[config.mk]
export PLATFORM = sky130hd
export DESIGN_NAME = shortest_job_first_tick_scheduler_top
export DESIGN_NICKNAME = d
export VERILOG_FILES = /design/src/rtl/core/sjf_pkg.sv /design/src/rtl/core/sjf_table.sv /design/src/rtl/core/sjf_scan.sv /design/src/rtl/core/shortest_job_first_tick_scheduler_top.sv
export SDC_FILE = /design/constraint.sdc
export NUM_CORES = 2
export LEC_CHECK = 0
export BUFFER_PORTS_ARGS = -buffer_cell sky130_fd_sc_hd__buf_4
export CAP_MARGIN = 20
export CORE_UTILIZATION = 45
export DETAILED_ROUTE_END_ITERATION = 8
export GPL_TIMING_DRIVEN = 0
export PLACE_DENSITY = 0.62
export REMOVE_ABC_BUFFERS = 1
export SYNTH_ARGS = -nofsm -noshare
export SYNTH_HDL_FRONTEND = slang
export SYNTH_SLANG_ARGS = --single-unit
[constraint.sdc]
create_clock -name clk -period 9 [get_ports clk]
set_clock_uncertainty 0.2 [all_clocks]
set_input_delay 0.45 -clock clk [delete_from_list [all_inputs] [get_ports clk]]
set_output_delay 0.45 -clock clk [all_outputs]
set_load 0.02 [all_outputs]
[src/rtl/core/sjf_pkg.sv]
// Shared types and constants of the shortest-job-first tick scheduler.
`default_nettype none

package sjf_pkg;

  localparam int unsigned IDX_BITS       = 4;
  localparam int unsigned ARR_BITS       = 16;
  localparam int unsigned BURST_BITS     = 16;
  localparam int unsigned CNT_BITS       = 16;
  localparam int unsigned ACT_BITS       = 5;
  localparam int unsigned NUM_ENTRIES_DEF = 16;
  localparam int unsigned TIME_BITS_DEF   = 16;

  localparam logic [CNT_BITS-1:0] CNT_MAX    = '1;
  localparam logic [ACT_BITS-1:0] ACTIVE_RST = 5'd16;

  typedef enum logic [1:0] {
    ACT_CLEAR = 2'd0,
    ACT_LOAD  = 2'd1,
    ACT_TICK  = 2'd2,
    ACT_READ  = 2'd3
  } action_t;

  typedef struct packed {
    action_t                 action;
    logic [IDX_BITS-1:0]     proc_index;
    logic [ARR_BITS-1:0]     arrival_time;
    logic [BURST_BITS-1:0]   burst_length;
  } in_item_t;

  typedef struct packed {
    logic [IDX_BITS-1:0]     selected_proc;
    logic                    idle;
    logic                    finished;
    logic [CNT_BITS-1:0]     wait_out;
    logic [CNT_BITS-1:0]     turnaround_out;
  } out_item_t;

  typedef struct packed {
    logic [ARR_BITS-1:0]     arrival;
    logic [BURST_BITS-1:0]   orig_burst;
    logic [BURST_BITS-1:0]   rem_burst;
    logic [CNT_BITS-1:0]     wait_cnt;
  } entry_t;

  typedef struct packed {
    logic clr;
    logic wr_en;
    logic rd_en;
  } tbl_ctl_t;

endpackage

`default_nettype wire

[src/rtl/core/sjf_table.sv]
// Process table memory with per-entry valid bits; invalid entries read as zero.
`default_nettype none

module sjf_table #(
  parameter int unsigned NUM_ENTRIES = sjf_pkg::NUM_ENTRIES_DEF
) (
  input  logic                             clk,
  input  logic                             rst_n,
  input  sjf_pkg::tbl_ctl_t                ctl,
  input  logic [$clog2(NUM_ENTRIES)-1:0]   wr_addr,
  input  sjf_pkg::entry_t                  wr_data,
  input  logic [$clog2(NUM_ENTRIES)-1:0]   rd_addr,
  output sjf_pkg::entry_t                  rd_data
);
  import sjf_pkg::*;

  logic [NUM_ENTRIES-1:0] vld_r;
  entry_t                 mem_r [NUM_ENTRIES];
  entry_t                 rd_q_r;
  logic                   rd_vld_r;

  always_ff @(posedge clk) begin
    if (ctl.wr_en) begin
      mem_r[wr_addr] <= wr_data;
    end
    if (ctl.rd_en) begin
      rd_q_r <= mem_r[rd_addr];
    end
  end

  always_ff @(posedge clk) begin
    if (!rst_n) begin
      vld_r    <= '0;
      rd_vld_r <= 1'b0;
    end else begin
      if (ctl.clr) begin
        vld_r <= '0;
      end else if (ctl.wr_en) begin
        vld_r[wr_addr] <= 1'b1;
      end
      if (ctl.rd_en) begin
        rd_vld_r <= vld_r[rd_addr];
      end
    end
  end

  assign rd_data = rd_vld_r ? rd_q_r : '0;

endmodule

`default_nettype wire

[src/rtl/core/sjf_scan.sv]
// Shared scan unit: readiness test, minimum-burst compare and wait update per entry.
`default_nettype none

module sjf_scan #(
  parameter int unsigned NUM_ENTRIES = sjf_pkg::NUM_ENTRIES_DEF,
  parameter int unsigned TIME_BITS   = sjf_pkg::TIME_BITS_DEF
) (
  input  logic                             clk,
  input  logic                             rst_n,
  input  logic                             start,
  input  logic                             ent_vld,
  input  logic [$clog2(NUM_ENTRIES)-1:0]   ent_idx,
  input  sjf_pkg::entry_t                  ent,
  input  logic [TIME_BITS-1:0]             cur_time,
  output logic                             wb_en,
  output sjf_pkg::entry_t                  wb_ent,
  output logic                             found,
  output logic [$clog2(NUM_ENTRIES)-1:0]   best_idx,
  output sjf_pkg::entry_t                  best_ent
);
  import sjf_pkg::*;

  localparam int unsigned AW   = $clog2(NUM_ENTRIES);
  localparam int unsigned CMPW = (TIME_BITS > ARR_BITS) ? TIME_BITS : ARR_BITS;

  logic            found_r;
  logic [AW-1:0]   best_idx_r;
  entry_t          best_ent_r;
  logic            arrived;
  logic            ready;
  logic            better;

  assign arrived = CMPW'(ent.arrival) <= CMPW'(cur_time);
  assign ready   = ent_vld && arrived && (ent.rem_burst != '0);
  assign better  = !found_r || (ent.orig_burst < best_ent_r.orig_burst);

  always_comb begin
    wb_ent = ent;
    if (ent.wait_cnt != CNT_MAX) begin
      wb_ent.wait_cnt = ent.wait_cnt + CNT_BITS'(1);
    end
  end

  assign wb_en = ready;

  always_ff @(posedge clk) begin
    if (!rst_n) begin
      found_r <= 1'b0;
    end else if (start) begin
      found_r <= 1'b0;
    end else if (ready && better) begin
      found_r <= 1'b1;
    end
  end

  // The winner keeps its wait from before this tick's increment.
  always_ff @(posedge clk) begin
    if (ready && better) begin
      best_idx_r <= ent_idx;
      best_ent_r <= ent;
    end
  end

  assign found    = found_r;
  assign best_idx = best_idx_r;
  assign best_ent = best_ent_r;

endmodule

`default_nettype wire

[src/rtl/core/shortest_job_first_tick_scheduler_top.sv]
// Top level of the preemptive shortest-job-first tick scheduler.
//
//   Channel   Ports                              Beat contents
//   input     in_valid, in_stall, in_data        action, index, arrival, burst
//   result    out_valid, out_stall, out_data     selected entry, flags, statistics
//   config    cfg_wr_en, cfg_wr_data             active entry count
//
// A clear or load passes the done state; a read passes read-wait and done.
// A tick scans min(active count, NUM_ENTRIES) entries, then passes fix and
// done; the scan unit reads one table entry per cycle via the single read port.
// Reset is synchronous; it clears the time, the table and the output valid flag.
// in_stall stays high while an item is in work, and a finished result waits in
// front of the output register while out_stall holds the previous beat.
`default_nettype none

module shortest_job_first_tick_scheduler_top #(
  parameter int unsigned NUM_ENTRIES = sjf_pkg::NUM_ENTRIES_DEF,
  parameter int unsigned TIME_BITS   = sjf_pkg::TIME_BITS_DEF
) (
  input  logic                           clk,
  input  logic                           rst_n,
  input  logic                           in_valid,
  output logic                           in_stall,
  input  sjf_pkg::in_item_t              in_data,
  output logic                           out_valid,
  input  logic                           out_stall,
  output sjf_pkg::out_item_t             out_data,
  input  logic                           cfg_wr_en,
  input  logic [sjf_pkg::ACT_BITS-1:0]   cfg_wr_data
);
  import sjf_pkg::*;

  localparam int unsigned AW = $clog2(NUM_ENTRIES);
  localparam int unsigned CW = $clog2(NUM_ENTRIES + 1);
  localparam int unsigned LW = (CW > ACT_BITS) ? CW : ACT_BITS;
  localparam int unsigned IW = (AW > IDX_BITS) ? AW : IDX_BITS;

  typedef enum logic [4:0] {
    ST_IDLE   = 5'b00001,
    ST_SCAN   = 5'b00010,
    ST_FIX    = 5'b00100,
    ST_RDWAIT = 5'b01000,
    ST_DONE   = 5'b10000
  } state_t;

  state_t                state_r, state_nxt;
  logic [ACT_BITS-1:0]   active_r;
  logic [TIME_BITS-1:0]  time_r, time_nxt;
  logic [CW-1:0]         cnt_r, cnt_nxt;
  logic                  p_vld_r;
  logic [AW-1:0]         p_idx_r;
  logic                  idx_ok_r;
  out_item_t             res_r, res_nxt;
  logic                  out_vld_r, out_vld_nxt;
  out_item_t             out_data_r, out_data_nxt;

  logic                  in_acc;
  logic [IW-1:0]         idx_ext;
  logic                  idx_ok;
  logic [LW-1:0]         act_ext;
  logic [LW-1:0]         lim_l;
  logic [CW-1:0]         lim;
  logic                  iss;
  logic                  slot_free;
  logic                  scan_start;

  tbl_ctl_t              tbl_ctl;
  logic [AW-1:0]         wr_addr;
  entry_t                wr_data;
  logic [AW-1:0]         rd_addr;
  entry_t                rd_ent;

  logic                  wb_en;
  entry_t                wb_ent;
  logic                  found;
  logic [AW-1:0]         best_idx;
  entry_t                best_ent;
  logic [IW-1:0]         sel_ext;
  logic [CNT_BITS:0]     tat_sum;
  logic [CNT_BITS-1:0]   tat;

  assign in_acc    = in_valid && (state_r == ST_IDLE);
  assign in_stall  = (state_r != ST_IDLE);
  assign idx_ext   = IW'(in_data.proc_index);
  assign idx_ok    = {1'b0, idx_ext} < (IW + 1)'(NUM_ENTRIES);
  assign act_ext   = LW'(active_r);
  assign lim_l     = (act_ext > LW'(NUM_ENTRIES)) ? LW'(NUM_ENTRIES) : act_ext;
  assign lim       = lim_l[CW-1:0];
  assign iss       = (state_r == ST_SCAN) && (cnt_r < lim);
  assign slot_free = !out_vld_r || !out_stall;
  assign sel_ext   = IW'(best_idx);
  assign tat_sum   = {1'b0, rd_ent.wait_cnt} + {1'b0, rd_ent.orig_burst};
  assign tat       = tat_sum[CNT_BITS] ? CNT_MAX : tat_sum[CNT_BITS-1:0];
  assign rd_addr   = iss ? cnt_r[AW-1:0] : idx_ext[AW-1:0];

  always_comb begin
    tbl_ctl.clr   = in_acc && (in_data.action == ACT_CLEAR);
    tbl_ctl.rd_en = iss || (in_acc && (in_data.action == ACT_READ));
    tbl_ctl.wr_en = 1'b0;
    wr_addr       = idx_ext[AW-1:0];
    wr_data.arrival    = in_data.arrival_time;
    wr_data.orig_burst = in_data.burst_length;
    wr_data.rem_burst  = in_data.burst_length;
    wr_data.wait_cnt   = '0;
    if (state_r == ST_SCAN) begin
      tbl_ctl.wr_en = wb_en;
      wr_addr       = p_idx_r;
      wr_data       = wb_ent;
    end else if (state_r == ST_FIX) begin
      tbl_ctl.wr_en     = found;
      wr_addr           = best_idx;
      wr_data           = best_ent;
      wr_data.rem_burst = best_ent.rem_burst - BURST_BITS'(1);
    end else begin
      tbl_ctl.wr_en = in_acc && (in_data.action == ACT_LOAD) && idx_ok;
    end
  end

  sjf_table #(
    .NUM_ENTRIES (NUM_ENTRIES)
  ) u_table (
    .clk     (clk),
    .rst_n   (rst_n),
    .ctl     (tbl_ctl),
    .wr_addr (wr_addr),
    .wr_data (wr_data),
    .rd_addr (rd_addr),
    .rd_data (rd_ent)
  );

  sjf_scan #(
    .NUM_ENTRIES (NUM_ENTRIES),
    .TIME_BITS   (TIME_BITS)
  ) u_scan (
    .clk      (clk),
    .rst_n    (rst_n),
    .start    (scan_start),
    .ent_vld  (p_vld_r),
    .ent_idx  (p_idx_r),
    .ent      (rd_ent),
    .cur_time (time_r),
    .wb_en    (wb_en),
    .wb_ent   (wb_ent),
    .found    (found),
    .best_idx (best_idx),
    .best_ent (best_ent)
  );

  always_comb begin
    state_nxt    = state_r;
    cnt_nxt      = cnt_r;
    time_nxt     = time_r;
    res_nxt      = res_r;
    out_vld_nxt  = out_vld_r && out_stall;
    out_data_nxt = out_data_r;
    scan_start   = 1'b0;
    case (state_r)
      ST_IDLE: begin
        if (in_acc) begin
          res_nxt = '0;
          cnt_nxt = '0;
          case (in_data.action)
            ACT_CLEAR: begin
              time_nxt  = '0;
              state_nxt = ST_DONE;
            end
            ACT_LOAD: begin
              state_nxt = ST_DONE;
            end
            ACT_TICK: begin
              scan_start = 1'b1;
              state_nxt  = ST_SCAN;
            end
            ACT_READ: begin
              state_nxt = ST_RDWAIT;
            end
            default: begin
              state_nxt = ST_DONE;
            end
          endcase
        end
      end
      ST_SCAN: begin
        if (iss) begin
          cnt_nxt = cnt_r + CW'(1);
        end else begin
          state_nxt = ST_FIX;
        end
      end
      ST_FIX: begin
        if (found) begin
          res_nxt.selected_proc = sel_ext[IDX_BITS-1:0];
          res_nxt.finished      = (best_ent.rem_burst == BURST_BITS'(1));
        end else begin
          res_nxt.idle = 1'b1;
        end
        if (time_r != {TIME_BITS{1'b1}}) begin
          time_nxt = time_r + TIME_BITS'(1);
        end
        state_nxt = ST_DONE;
      end
      ST_RDWAIT: begin
        if (idx_ok_r) begin
          res_nxt.wait_out       = rd_ent.wait_cnt;
          res_nxt.turnaround_out = tat;
        end
        state_nxt = ST_DONE;
      end
      ST_DONE: begin
        if (slot_free) begin
          out_vld_nxt  = 1'b1;
          out_data_nxt = res_r;
          state_nxt    = ST_IDLE;
        end
      end
      default: begin
        state_nxt = ST_IDLE;
      end
    endcase
  end

  always_ff @(posedge clk) begin
    if (!rst_n) begin
      state_r   <= ST_IDLE;
      active_r  <= ACTIVE_RST;
      time_r    <= '0;
      cnt_r     <= '0;
      p_vld_r   <= 1'b0;
      out_vld_r <= 1'b0;
    end else begin
      state_r   <= state_nxt;
      time_r    <= time_nxt;
      cnt_r     <= cnt_nxt;
      p_vld_r   <= iss;
      out_vld_r <= out_vld_nxt;
      if (cfg_wr_en) begin
        active_r <= cfg_wr_data;
      end
    end
  end

  always_ff @(posedge clk) begin
    p_idx_r    <= cnt_r[AW-1:0];
    res_r      <= res_nxt;
    out_data_r <= out_data_nxt;
    if (in_acc) begin
      idx_ok_r <= idx_ok;
    end
  end

  assign out_valid = out_vld_r;
  assign out_data  = out_data_r;

endmodule

`default_nettype wire

==> reports/results.txt <==
Status: complete, but fails checks
Failing checks: hold timing
Synth area leaders: edfxtp_1 73%, mux4_2 11%, dfxtp_1 2.2%, a22oi_1 1.9%, nand2_1 1.5%
Avg Cell Area, Syn: 18.8 um2
Overall die area: 114000 um2
Starting Density: 0.456
CP Class: reg2reg
First-pass GRT wire length: 185000 um
Layout cells sized above 1: 0.259
Post-synth EDFFs: 1232
Via density: 5.87
CP bufs+invs: 6
Drt pass-1 iters: 7
Resized Gates After CTS: 0
Clk Tree Root Cell: clkbuf_16
Pins Over Slew Limit: 0
Delay-heaviest family, CP: compound AO/OA/AOI/OAI gates
Leak: 0.0208 uW
Area growth syn-to-layout: 19.4%
Max incr delay on CP: 0.92 ns
Fin. Hold Viols: 1
Register area share after synthesis: 0.750
CTS buffer count: 133
Die Height: 338 um
Fmax: 170 MHz
Power density cells: 207 nW/um2
Layout net count: 3175
Type of the most critical hold path: in2reg
Port Buf Inserts: 87
Slew @ Worst Pin: 1.13 ns
PnR Total Power: 12600 uW
VDD IR max: 0.190 mV
Vias: 27300
Clk sinks: 1287
Fillers: 8432
Req. time, crit path: 9.25 ns
Synthesized cell area: 50800 um2
Synth top area share: 0.729
Worst skew pair latency: 0.75 ns
Row Count: 122
DRC viols: 0
Clock tree from TritonCTS: yes
Maxcap violations: 0
Warnings, synthesis: 0
Clock-pin slew on the worst setup and hold paths: 0.06 ns
Post-detail-place hpwl: 87500 um
Initial antenna violation count: 1
Overall routing resource usage: 0.226
Flop and latch count out of synthesis: 1287
Wire per inst: 27.4 um
Cells after Synth: 2704
Slew margin rel.: 0.244
Share of flip-flops with an asynchronous set or reset: 0
Post-layout min period: 5.88 ns
Worst setup SP type: register
CP Max Fanout: 64
Post-CTS setup buffers: 0
GP Congestion: 0.825
CP max-delay cell: nor3_2
Post-synthesis cell type count: 60
Die Wd: 338 um
Worst hold slack: -0.00509 ns
Worst Setup End Kind: register
IO Pins: 88
Critical path cell sequence: buf_16, and2_1, ha_1, nor2b_1, o21ai_0, nand2b_1, a21oi_1, o21ai_0, a21oi_1, a21oi_1, buf_4, nor3_2, buf_8, buf_6, buf_6, buf_6
Final WL: 128000 um
Final Cycle Share: 0.654
ANT nets after route: 0
Setup violators final: 0
Initial DRC Count: 3101
Largest net degree at the start of global routing: 65
Clk buf depth: 3
Vias in the first global route: 27600
H-tree Lvls: 4
Area leader, netlist: edfxtp_1
Core area: 111000 um2
CP arrival: 6.14 ns
Synth Flop Type: edfxtp_1
Unrepaired setup endpoints after global routing: no
# diodes: 0
Total gr overflow: 0
[flip-flops by register name, summed over array words and instances, names as in the netlist, 16 cells and up]
signal and flops:
u_table.rd_q_r 64, u_table.vld_r 16, res_r 38, out_data 38, time_r 16, u_table.mem_r 1024, u_scan.best_ent 64
[per-layer routing]
layer,global-route usage,part of all wire
met1,0.321,0.42
met2,0.363,0.48
met3,0.0362,0.069
met4,0.0654,0.023
met5,0,0
[cell type report]
type                       instances  area [um2]  share of cell area
sequential                      1287       38100               0.628
multi-input combinational       1229       12100               0.200
timing repair buffer             361        4220              0.0696
clock buffer                     178        3690              0.0608
tap                             1488        1860              0.0307
clock inverter                    56         442             0.00728
inverter                          58         220             0.00363
[report_power, final]
group          internal (uW)  leakage (uW)  switching [uW]
clock                   3020       0.00202            2250
sequential              6620        0.0119            22.2
combinational            266       0.00686             376
[per-stage QoR]
stage	TNS (ns)	util	cells	cell area [um2]	setup slack, ns
2_1_floorplan	-1278.72	-	2574	50200	-19.85
3_3_place_gp	-	0.474	4149	52800	-34.17
3_5_place_dp	0	0.504	4373	56100	3.20
4_1_cts	0	0.543	4630	60400	3.16
5_1_grt	0	0.545	4657	60700	2.87
6_report	0	0.545	4657	60700	3.12
[kinds of logic after synthesis]
| kind of cell | Yosys count | synth area share |
|---|---|---|
| xor gates and xnor gates | 55 | 0.00949 |
| buffers and inverters | 188 | 0.0149 |
| muxes | 301 | 0.123 |
| adders and majority gates | 57 | 0.0142 |
| and+or+nand+nor | 488 | 0.0453 |
| DFF | 1287 | 0.750 |
| AOI/OAI and AO/OA | 328 | 0.0432 |
[worst paths after layout]
| check | from | end | slack (ns) | cells after the start |
|---|---|---|---|---|
| worst max-delay path | u_table.rd_vld_r | u_table.mem_r[4][59] | 3.12 | 16 |
| worst min-delay path | in_data[30] | u_table.mem_r[7][62] | -0.005 | 3 |
| worst max register to register | u_table.rd_vld_r | u_table.mem_r[4][59] | 3.12 | 16 |
| worst min register to register | res_r[4] | out_data[4] | 0.22 | 0 |
[tightest hold or removal path: cells and delay by family]
kind | cells | cell delay [ns]
AO/OA/AOI/OAI | 1 | 0.20
buffers and inverters | 1 | 0.09
multiplexers | 1 | 0.05
[what timing repair did]
action                                  in CTS  in global routing
endpoints found under the hold margin       27                  0
endpoints found under the setup margin       0                  0
hold buffers                                23                  0
[cell usage after synthesis (10+ instances only)]
library cell,count
a21o_1,18
a21oi_1,61
a22oi_1,130
a31oi_1,22
and2_1,59
and3_1,12
buf_2,42
clkbuf_1,81
dfxtp_1,55
edfxtp_1,1232
ha_1,56
inv_1,58
mux2_2,13
mux2i_1,32
mux4_2,256
nand2_1,197
nand3_1,17
nand4_1,21
nor2_1,99
nor2b_1,10
nor3_1,30
o21ai_0,49
o31ai_1,11
xnor2_1,42
xor2_1,13
[placed cells by master, fill, tap and decap left out, types with 8 or more instances in the layout]
cell type / instances
a22oi_1: 130
clkbuf_1: 35
o21ai_0: 47
buf_16: 27
a21o_1: 18
buf_8: 23
xnor2_1: 42
clkbuf_16: 141
mux4_2: 256
nor2b_1: 10
nor4_1: 8
mux2_2: 13
edfxtp_1: 1232
nand2_1: 197
nor3_2: 16
ha_1: 56
clkinv_1: 24
a31oi_1: 22
o31ai_1: 11
nand2b_1: 9
clkinv_2: 19
nor3_1: 14
xor2_1: 13
nor2_1: 99
buf_6: 129
nand4_1: 21
and2_1: 57
dlygate4sd3_1: 23
inv_1: 57
buf_12: 23
a21oi_1: 60
dfxtp_1: 54
buf_4: 119
nand3_1: 16
and3_1: 12
mux2i_1: 29
buf_2: 12
No activity file was read; power rests on OpenSTA's default activity.
